==> src/sv/srag_pkg.sv <==
`default_nettype none

package srag_pkg;

	localparam int unsigned MAX_WINDOW_DEF = 4096;
	localparam int unsigned LEVEL_BITS_DEF = 24;

	localparam int unsigned CFG_IDX_W  = 3;
	localparam int unsigned CFG_DATA_W = 16;

	localparam int unsigned GATE_W  = 16;
	localparam int unsigned OPLEV_W = 16;
	localparam int unsigned RANGE_W = 14;
	localparam int unsigned BAND_W  = 13;
	localparam int unsigned STEP_W  = 11;
	localparam int unsigned WLEN_W  = 13;
	localparam int unsigned GAIN_W  = 15;
	localparam int unsigned WLEV_W  = 17;

	localparam logic signed [GATE_W-1:0]  GATE_RST  = -16'sd12800;
	localparam logic signed [OPLEV_W-1:0] OPLEV_RST = -16'sd4608;
	localparam logic [RANGE_W-1:0]        RANGE_RST = 14'd2560;
	localparam logic [BAND_W-1:0]         BAND_RST  = 13'd768;
	localparam logic [STEP_W-1:0]         STEP_RST  = 11'd16;
	localparam logic [WLEN_W-1:0]         WLEN_RST  = 13'd400;

	// 10*log10(2) * 256 * 2^16
	localparam logic [25:0] DB_PER_LOG2 = 26'd50504453;
	localparam logic signed [WLEV_W-1:0] WLEV_FLOOR = -17'sd46080;

	typedef enum logic [CFG_IDX_W-1:0] {
		REG_GATE  = 3'd0,
		REG_OPLEV = 3'd1,
		REG_RANGE = 3'd2,
		REG_BAND  = 3'd3,
		REG_STEP  = 3'd4,
		REG_WLEN  = 3'd5
	} srag_reg_t;

	typedef enum logic [3:0] {
		ST_IDLE,
		ST_LOG_LVL,
		ST_DB_MUL,
		ST_DB_RND,
		ST_GATE,
		ST_RD,
		ST_LS_GO,
		ST_LS_WAIT,
		ST_LN_GO,
		ST_LN_WAIT,
		ST_TARGET,
		ST_SLEW,
		ST_OUT
	} srag_state_t;

	typedef enum logic [1:0] {
		LG_IDLE,
		LG_NORM,
		LG_LOAD,
		LG_SQR
	} srag_lph_t;

	// Q16 log2, elaboration use only
	function automatic logic [63:0] log2_q16_fn(input logic [63:0] v);
		logic [63:0] x;
		logic [63:0] m;
		logic [63:0] p;
		logic [5:0]  e;
		logic [15:0] f;
		x = (v == 64'd0) ? 64'd1 : v;
		e = 6'd0;
		for (int i = 0; i < 64; i++) begin
			if (x[i]) e = 6'(i);
		end
		m = (x << (6'd63 - e)) >> 32;
		f = 16'd0;
		for (int i = 0; i < 16; i++) begin
			p = m * m;
			m = p >> 31;
			f = {f[14:0], m[32]};
			if (m[32]) m = m >> 1;
		end
		return {42'd0, e, f};
	endfunction

endpackage

`default_nettype wire

==> src/sv/srag_log2.sv <==
`default_nettype none

module srag_log2 #(
	parameter int unsigned LW = 60
) (
	input  wire logic                       clk,
	input  wire logic                       arst_n,
	input  wire logic                       start,
	input  wire logic [LW-1:0]              operand,
	output logic                            done,
	output logic [$clog2(LW)+16-1:0]        result
);

	localparam int unsigned EW = $clog2(LW);
	localparam int unsigned NS = $clog2(LW);
	localparam logic [EW:0] LW_V = (EW+1)'(LW);

	srag_pkg::srag_lph_t ph_q, ph_d;
	logic [3:0]    cnt_q;
	logic [LW-1:0] norm_q;
	logic [EW-1:0] e_q;
	logic [31:0]   m_q;
	logic [15:0]   frac_q;
	logic          done_q;

	logic          norm_en, load_en, sqr_en;
	logic [EW:0]   sh;
	logic          topz;
	logic [LW+31:0] ext;
	logic [63:0]   p;
	logic [32:0]   m2;

	assign sh   = (EW+1)'(1) << cnt_q;
	assign topz = ((norm_q >> (LW_V - sh)) == '0);
	assign ext  = {norm_q, 32'd0};
	assign p    = m_q * m_q;
	assign m2   = p[63:31];

	always_comb begin
		ph_d = ph_q;
		case (ph_q)
			srag_pkg::LG_IDLE: if (start) ph_d = srag_pkg::LG_NORM;
			srag_pkg::LG_NORM: if (cnt_q == 4'd0) ph_d = srag_pkg::LG_LOAD;
			srag_pkg::LG_LOAD: ph_d = srag_pkg::LG_SQR;
			srag_pkg::LG_SQR:  if (cnt_q == 4'd0) ph_d = srag_pkg::LG_IDLE;
			default:           ph_d = srag_pkg::LG_IDLE;
		endcase
	end

	always_comb begin
		norm_en = (ph_q == srag_pkg::LG_NORM);
		load_en = (ph_q == srag_pkg::LG_LOAD);
		sqr_en  = (ph_q == srag_pkg::LG_SQR);
	end

	always_ff @(posedge clk or negedge arst_n) begin
		if (!arst_n) begin
			ph_q   <= srag_pkg::LG_IDLE;
			cnt_q  <= 4'd0;
			done_q <= 1'b0;
		end else begin
			ph_q   <= ph_d;
			done_q <= sqr_en && (cnt_q == 4'd0);
			if (ph_q == srag_pkg::LG_IDLE && start) begin
				cnt_q <= 4'(NS - 1);
			end else if (norm_en || sqr_en) begin
				cnt_q <= cnt_q - 4'd1;
			end else if (load_en) begin
				cnt_q <= 4'd15;
			end
		end
	end

	always_ff @(posedge clk) begin
		if (ph_q == srag_pkg::LG_IDLE && start) begin
			norm_q <= (operand == '0) ? LW'(1) : operand;
			e_q    <= EW'(LW - 1);
		end else if (norm_en && topz) begin
			norm_q <= norm_q << sh;
			e_q    <= e_q - sh[EW-1:0];
		end
		if (load_en) begin
			m_q    <= ext[LW+31 -: 32];
			frac_q <= 16'd0;
		end else if (sqr_en) begin
			m_q    <= m2[32] ? m2[32:1] : m2[31:0];
			frac_q <= {frac_q[14:0], m2[32]};
		end
	end

	assign done   = done_q;
	assign result = {e_q, frac_q};

endmodule

`default_nettype wire

==> config.mk <==
export PLATFORM = sky130hd
export DESIGN_NAME = srag_log2
export DESIGN_NICKNAME = d
export VERILOG_FILES = /design/src/sv/srag_pkg.sv /design/src/sv/srag_log2.sv
export SDC_FILE = /design/constraint.sdc
export NUM_CORES = 2
export LEC_CHECK = 0
export ABC_AREA = 1
export BUFFER_PORTS_ARGS = -buffer_cell sky130_fd_sc_hd__clkbuf_2
export CORE_MARGIN = 1.5
export CORE_UTILIZATION = 55
export CTS_BUF_LIST = sky130_fd_sc_hd__clkbuf_8
export CTS_CLUSTER_SIZE = 12
export DETAILED_ROUTE_END_ITERATION = 8
export GPL_TIMING_DRIVEN = 0
export PLACE_DENSITY_LB_ADDON = 0.08
export SKIP_CTS_REPAIR_TIMING = 1
export SLEW_MARGIN = 40
export SYNTH_ARGS = -nofsm -noshare
export SYNTH_HDL_FRONTEND = slang
export SYNTH_SLANG_ARGS = --single-unit
==> constraint.sdc <==
create_clock -name clk -period 10.4 [get_ports clk]
set_input_delay 1.04 -clock clk [delete_from_list [all_inputs] [get_ports clk]]
set_output_delay 1.04 -clock clk [all_outputs]
set_load 0.005 [all_outputs]
==> impl.org <==
** Finish
- Layout cell share with drive strength beyond 1 :: 0.0487
- Share of the core filled with cells in the final layout :: 0.586
- Filler cells :: approximately 7,300
- The area growth from synthesis to layout is 5.20%.
- Net count, final :: just under 7,000

** Synth
- Top cells by area in the synthesized netlist :: sky130_fd_sc_hd__fa_1 38%, sky130_fd_sc_hd__inv_1 13%, sky130_fd_sc_hd__nand2_1 12%, sky130_fd_sc_hd__ha_1 9.5%, sky130_fd_sc_hd__edfxtp_1 6.7%
- Cell count after synthesis :: about 5,500
- Synthesized area per cell :: approximately 7.6 um2
- Synth Net Count :: about 6,600
- Yosys reg bits :: 121
- Dominant register cell in the synthesized netlist :: sky130_fd_sc_hd__edfxtp_1
- In this run, synthesis inferred around 90 flip-flops with an integrated enable.
- Cell type with the highest aggregate area in the netlist :: sky130_fd_sc_hd__fa_1
- Post-synthesis async set-or-reset flop share :: 0.0579
- The share of the Yosys chip area taken by registers is 0.0814.
- Yosys top cell area share :: 0.382
- Most frequently used cell type in the post-synthesis netlist :: sky130_fd_sc_hd__inv_1
- Most frequent cells after synthesis :: 1,393 x sky130_fd_sc_hd__inv_1, 1,284 x sky130_fd_sc_hd__nand2_1, 792 x sky130_fd_sc_hd__fa_1
- The mapped netlist covers roughly 42,000 um2.
- After synthesis, the netlist uses 54 different library cells.
- Yosys printed 0 warnings.

** Drt
- Routed wirelength normalized by instance count :: 23.5 um
- The first routing iteration left between 3,000 and 4,000 violations.
- The final route contains 37,100 vias.
- Via-to-Cell Ratio :: 5.67
- Number of nets with antenna violations after detailed routing :: 0
- For this run, design rule violations remaining after detail routing come to 0.
- Initial DRT Pass Iterations :: 7
- The final layout contains routed wiring with a total length of between 150,000 and 200,000 um.

** Clock network
- CTS HTree Levels :: 4
- Maximum buffer depth of the clock tree :: 2
- Buffer type at the clock tree root :: sky130_fd_sc_hd__clkbuf_8
- At the later pin of the worst-skew pair, clock insertion delay measures between 0.5 and 0.6 ns.
- Number of clock buffers inserted by TritonCTS :: 17
- CTS tree :: done
- The clock drives about 120 sinks.
- Clock-pin transition on the worst setup and hold timing paths :: around 0.09 ns

** Setup path
- In this design, the stage delay of the slowest critical-path cell is roughly 0.65 ns.
- FF-to-FF Start :: m_q[12]
- Required time at the worst-slack endpoint :: around 11 ns
- In this run the worst setup path begins at m_q[12].
- Along the worst path, the maximum fanout reaches 10.
- Crit end category :: flip-flop
- The setup path with the least slack is of type flip-flop to flip-flop.
- Worst-path cell with the longest stage delay :: sky130_fd_sc_hd__clkbuf_2
- The worst setup path is launched from a flip-flop.
- CP dominant cell by count :: sky130_fd_sc_hd__fa_1
- Data on the critical path arrives at its endpoint at 10.36 ns.

** Floorplan
- Placeable core region :: between 70,000 and 80,000 um2
- The initial utilization of the core area, before any placement, comes to 0.557.
- Row count :: 100
- Measured along the y axis, the die boundary spans 278 um.
- IO Count :: 86
- Die X :: around 280 um
- Area enclosed by the die boundary :: about 77,000 um2

** Worst hold path
- The path class of the tightest hold or removal check is input pin to asynchronous set/reset pin.

** GRT
- In the global route stage, overall resource usage came out at 0.408.
- Wire length of the first global-routing pass :: ~230,000 um
- Initial antenna violation count :: 4
- After global routing the overflow that remains totals 0.
- Entering global routing, the biggest net connects 40 pins.
- Number of global-route vias before repair :: 38,100

** Timing
- Setup repair after global routing left no endpoint under its margin.
- Final critical-path required period :: ~10 ns
- Pin slew with the least headroom to its limit :: ~0.99 ns
- The final hold violation count is 0.
- Timing would allow up to ~0.1 GHz.
- Final max-slew violation count :: 0
- Setup violations remaining at the end of the flow were counted as 0.
- Dividing the final minimum period by the clock period gives 0.975.
- Final setup skew :: approximately 0.018 ns
- Worst rel slew slack :: 0.339

** Flow run
- Across the run, the number of max-cap violations was 0.

** Placed design
- In this run the tool buffered the top-level ports with between 80 and 90 buffer cells.
- Final HPWL from detailed placement :: between 100,000 and 150,000 um
- Final weighted congestion in routability-driven placement :: 1.04

** Run status
- The flow ran to the end, and the final reports show no timing, DRC or antenna violations.
-- registers in the layout (all words and copies together), names as in the netlist --
register and cells:
norm_q 60, m_q 32, frac_q 16, e_q 6
cnt_q 4, ph_q 2, done 1
-- worst max-delay path: cells and delay by family (launching register included) --
family	cells	cell delay (ns)
AOI/OAI and AO/OA	5	0.96
xor gates and xnor gates	1	0.20
adders and majority gates	9	4.41
buffers and inverters	11	2.88
DFF	1	0.33
and+or+nand+nor	6	1.03
-- layout make-up --
type                       count  area, um2  share of cell area
clock inverter                14        125             0.00287
timing repair buffer          88        464              0.0106
tap                          969       1210              0.0278
multi-input combinational   3708      31900               0.731
antenna                        1       2.50           0.0000573
inverter                    1402       5270               0.121
buffer                       231       1060              0.0242
clock buffer                  18        248             0.00567
sequential                   121       3380              0.0774
-- final timing paths --
path | end | slack (ns) | cells past startpoint
worst min-delay path | done | 0.35 | 1
max in group asynchronous | cnt_q[1] | 9.85 | 1
worst min register to register | frac_q[4] | 0.51 | 2
worst max register to register | m_q[29] | 0.26 | 32
worst max-delay path | m_q[29] | 0.26 | 32
min in group clk | frac_q[4] | 0.51 | 2
-- metal layers --
| layer | track usage | share of wire | up-vias |
|---|---|---|---|
| met3 | 0.0824 | 0.096 | 481 |
| met4 | 0.213 | 0.064 | 8 |
| li1 | - | - | 16600 |
| met5 | 0 | 0.00033 | - |
| met2 | 0.647 | 0.45 | 1934 |
| met1 | 0.529 | 0.39 | 18100 |
-- stage by stage --
step | hold slack, ns | cells | TNS [ns] | cell area [um2] | setup WS [ns]
after floorplan | 0.474 | 5462 | 0 | 41500 | 2.80
after global placement | 0.489 | 6516 | -13.23 | 43100 | -0.658
final | 0.350 | 6552 | 0 | 43700 | 0.262
after CTS | 0.335 | 6550 | 0 | 43600 | 0.202
after detailed placement | 0.498 | 6518 | 0 | 43300 | 0.241
after global routing | 0.350 | 6551 | 0 | 43700 | 0.00455
-- logic make-up after synthesis --
logic type,after synthesis,share of synthesized area
fa+ha+maj,1106,0.477
mux,22,0.00530
compound gates,548,0.0774
simple gates,1948,0.191
xor+xnor,84,0.0177
flops,121,0.0814
buf+inv,1633,0.150
-- cells in the final DEF, fill, tap and decap left out, drive strengths merged, types with 5 or more instances in the layout --
master  Yosys  routed
dfrtp       7       7
clkinv      5       9
a31o        6       6
mux2i      22      22
o211ai     27      27
a21oi     127     127
o21ai     255     255
dfxtp      22      22
fa        792     792
o21a       11      11
a31oi      25      25
a21o       13      13
nor4       19      19
inv      1397    1407
nand2    1290    1290
nand4       8       8
nor3       10      10
nand3b      6       6
a211oi      5       5
o21bai     16      16
ha        314     314
o22ai      10      10
clkbuf    157     261
buf        74      76
xor2       60      60
or2        12      12
o221ai     12      12
o31ai      15      15
edfxtp     92      92
nor2      239     239
xnor2      24      24
nand3     358     358
a32o       18      18
Power is left out: the tool's default activity adds up to more than one toggle a clock period on the data nets, which glitch-free logic cannot reach.
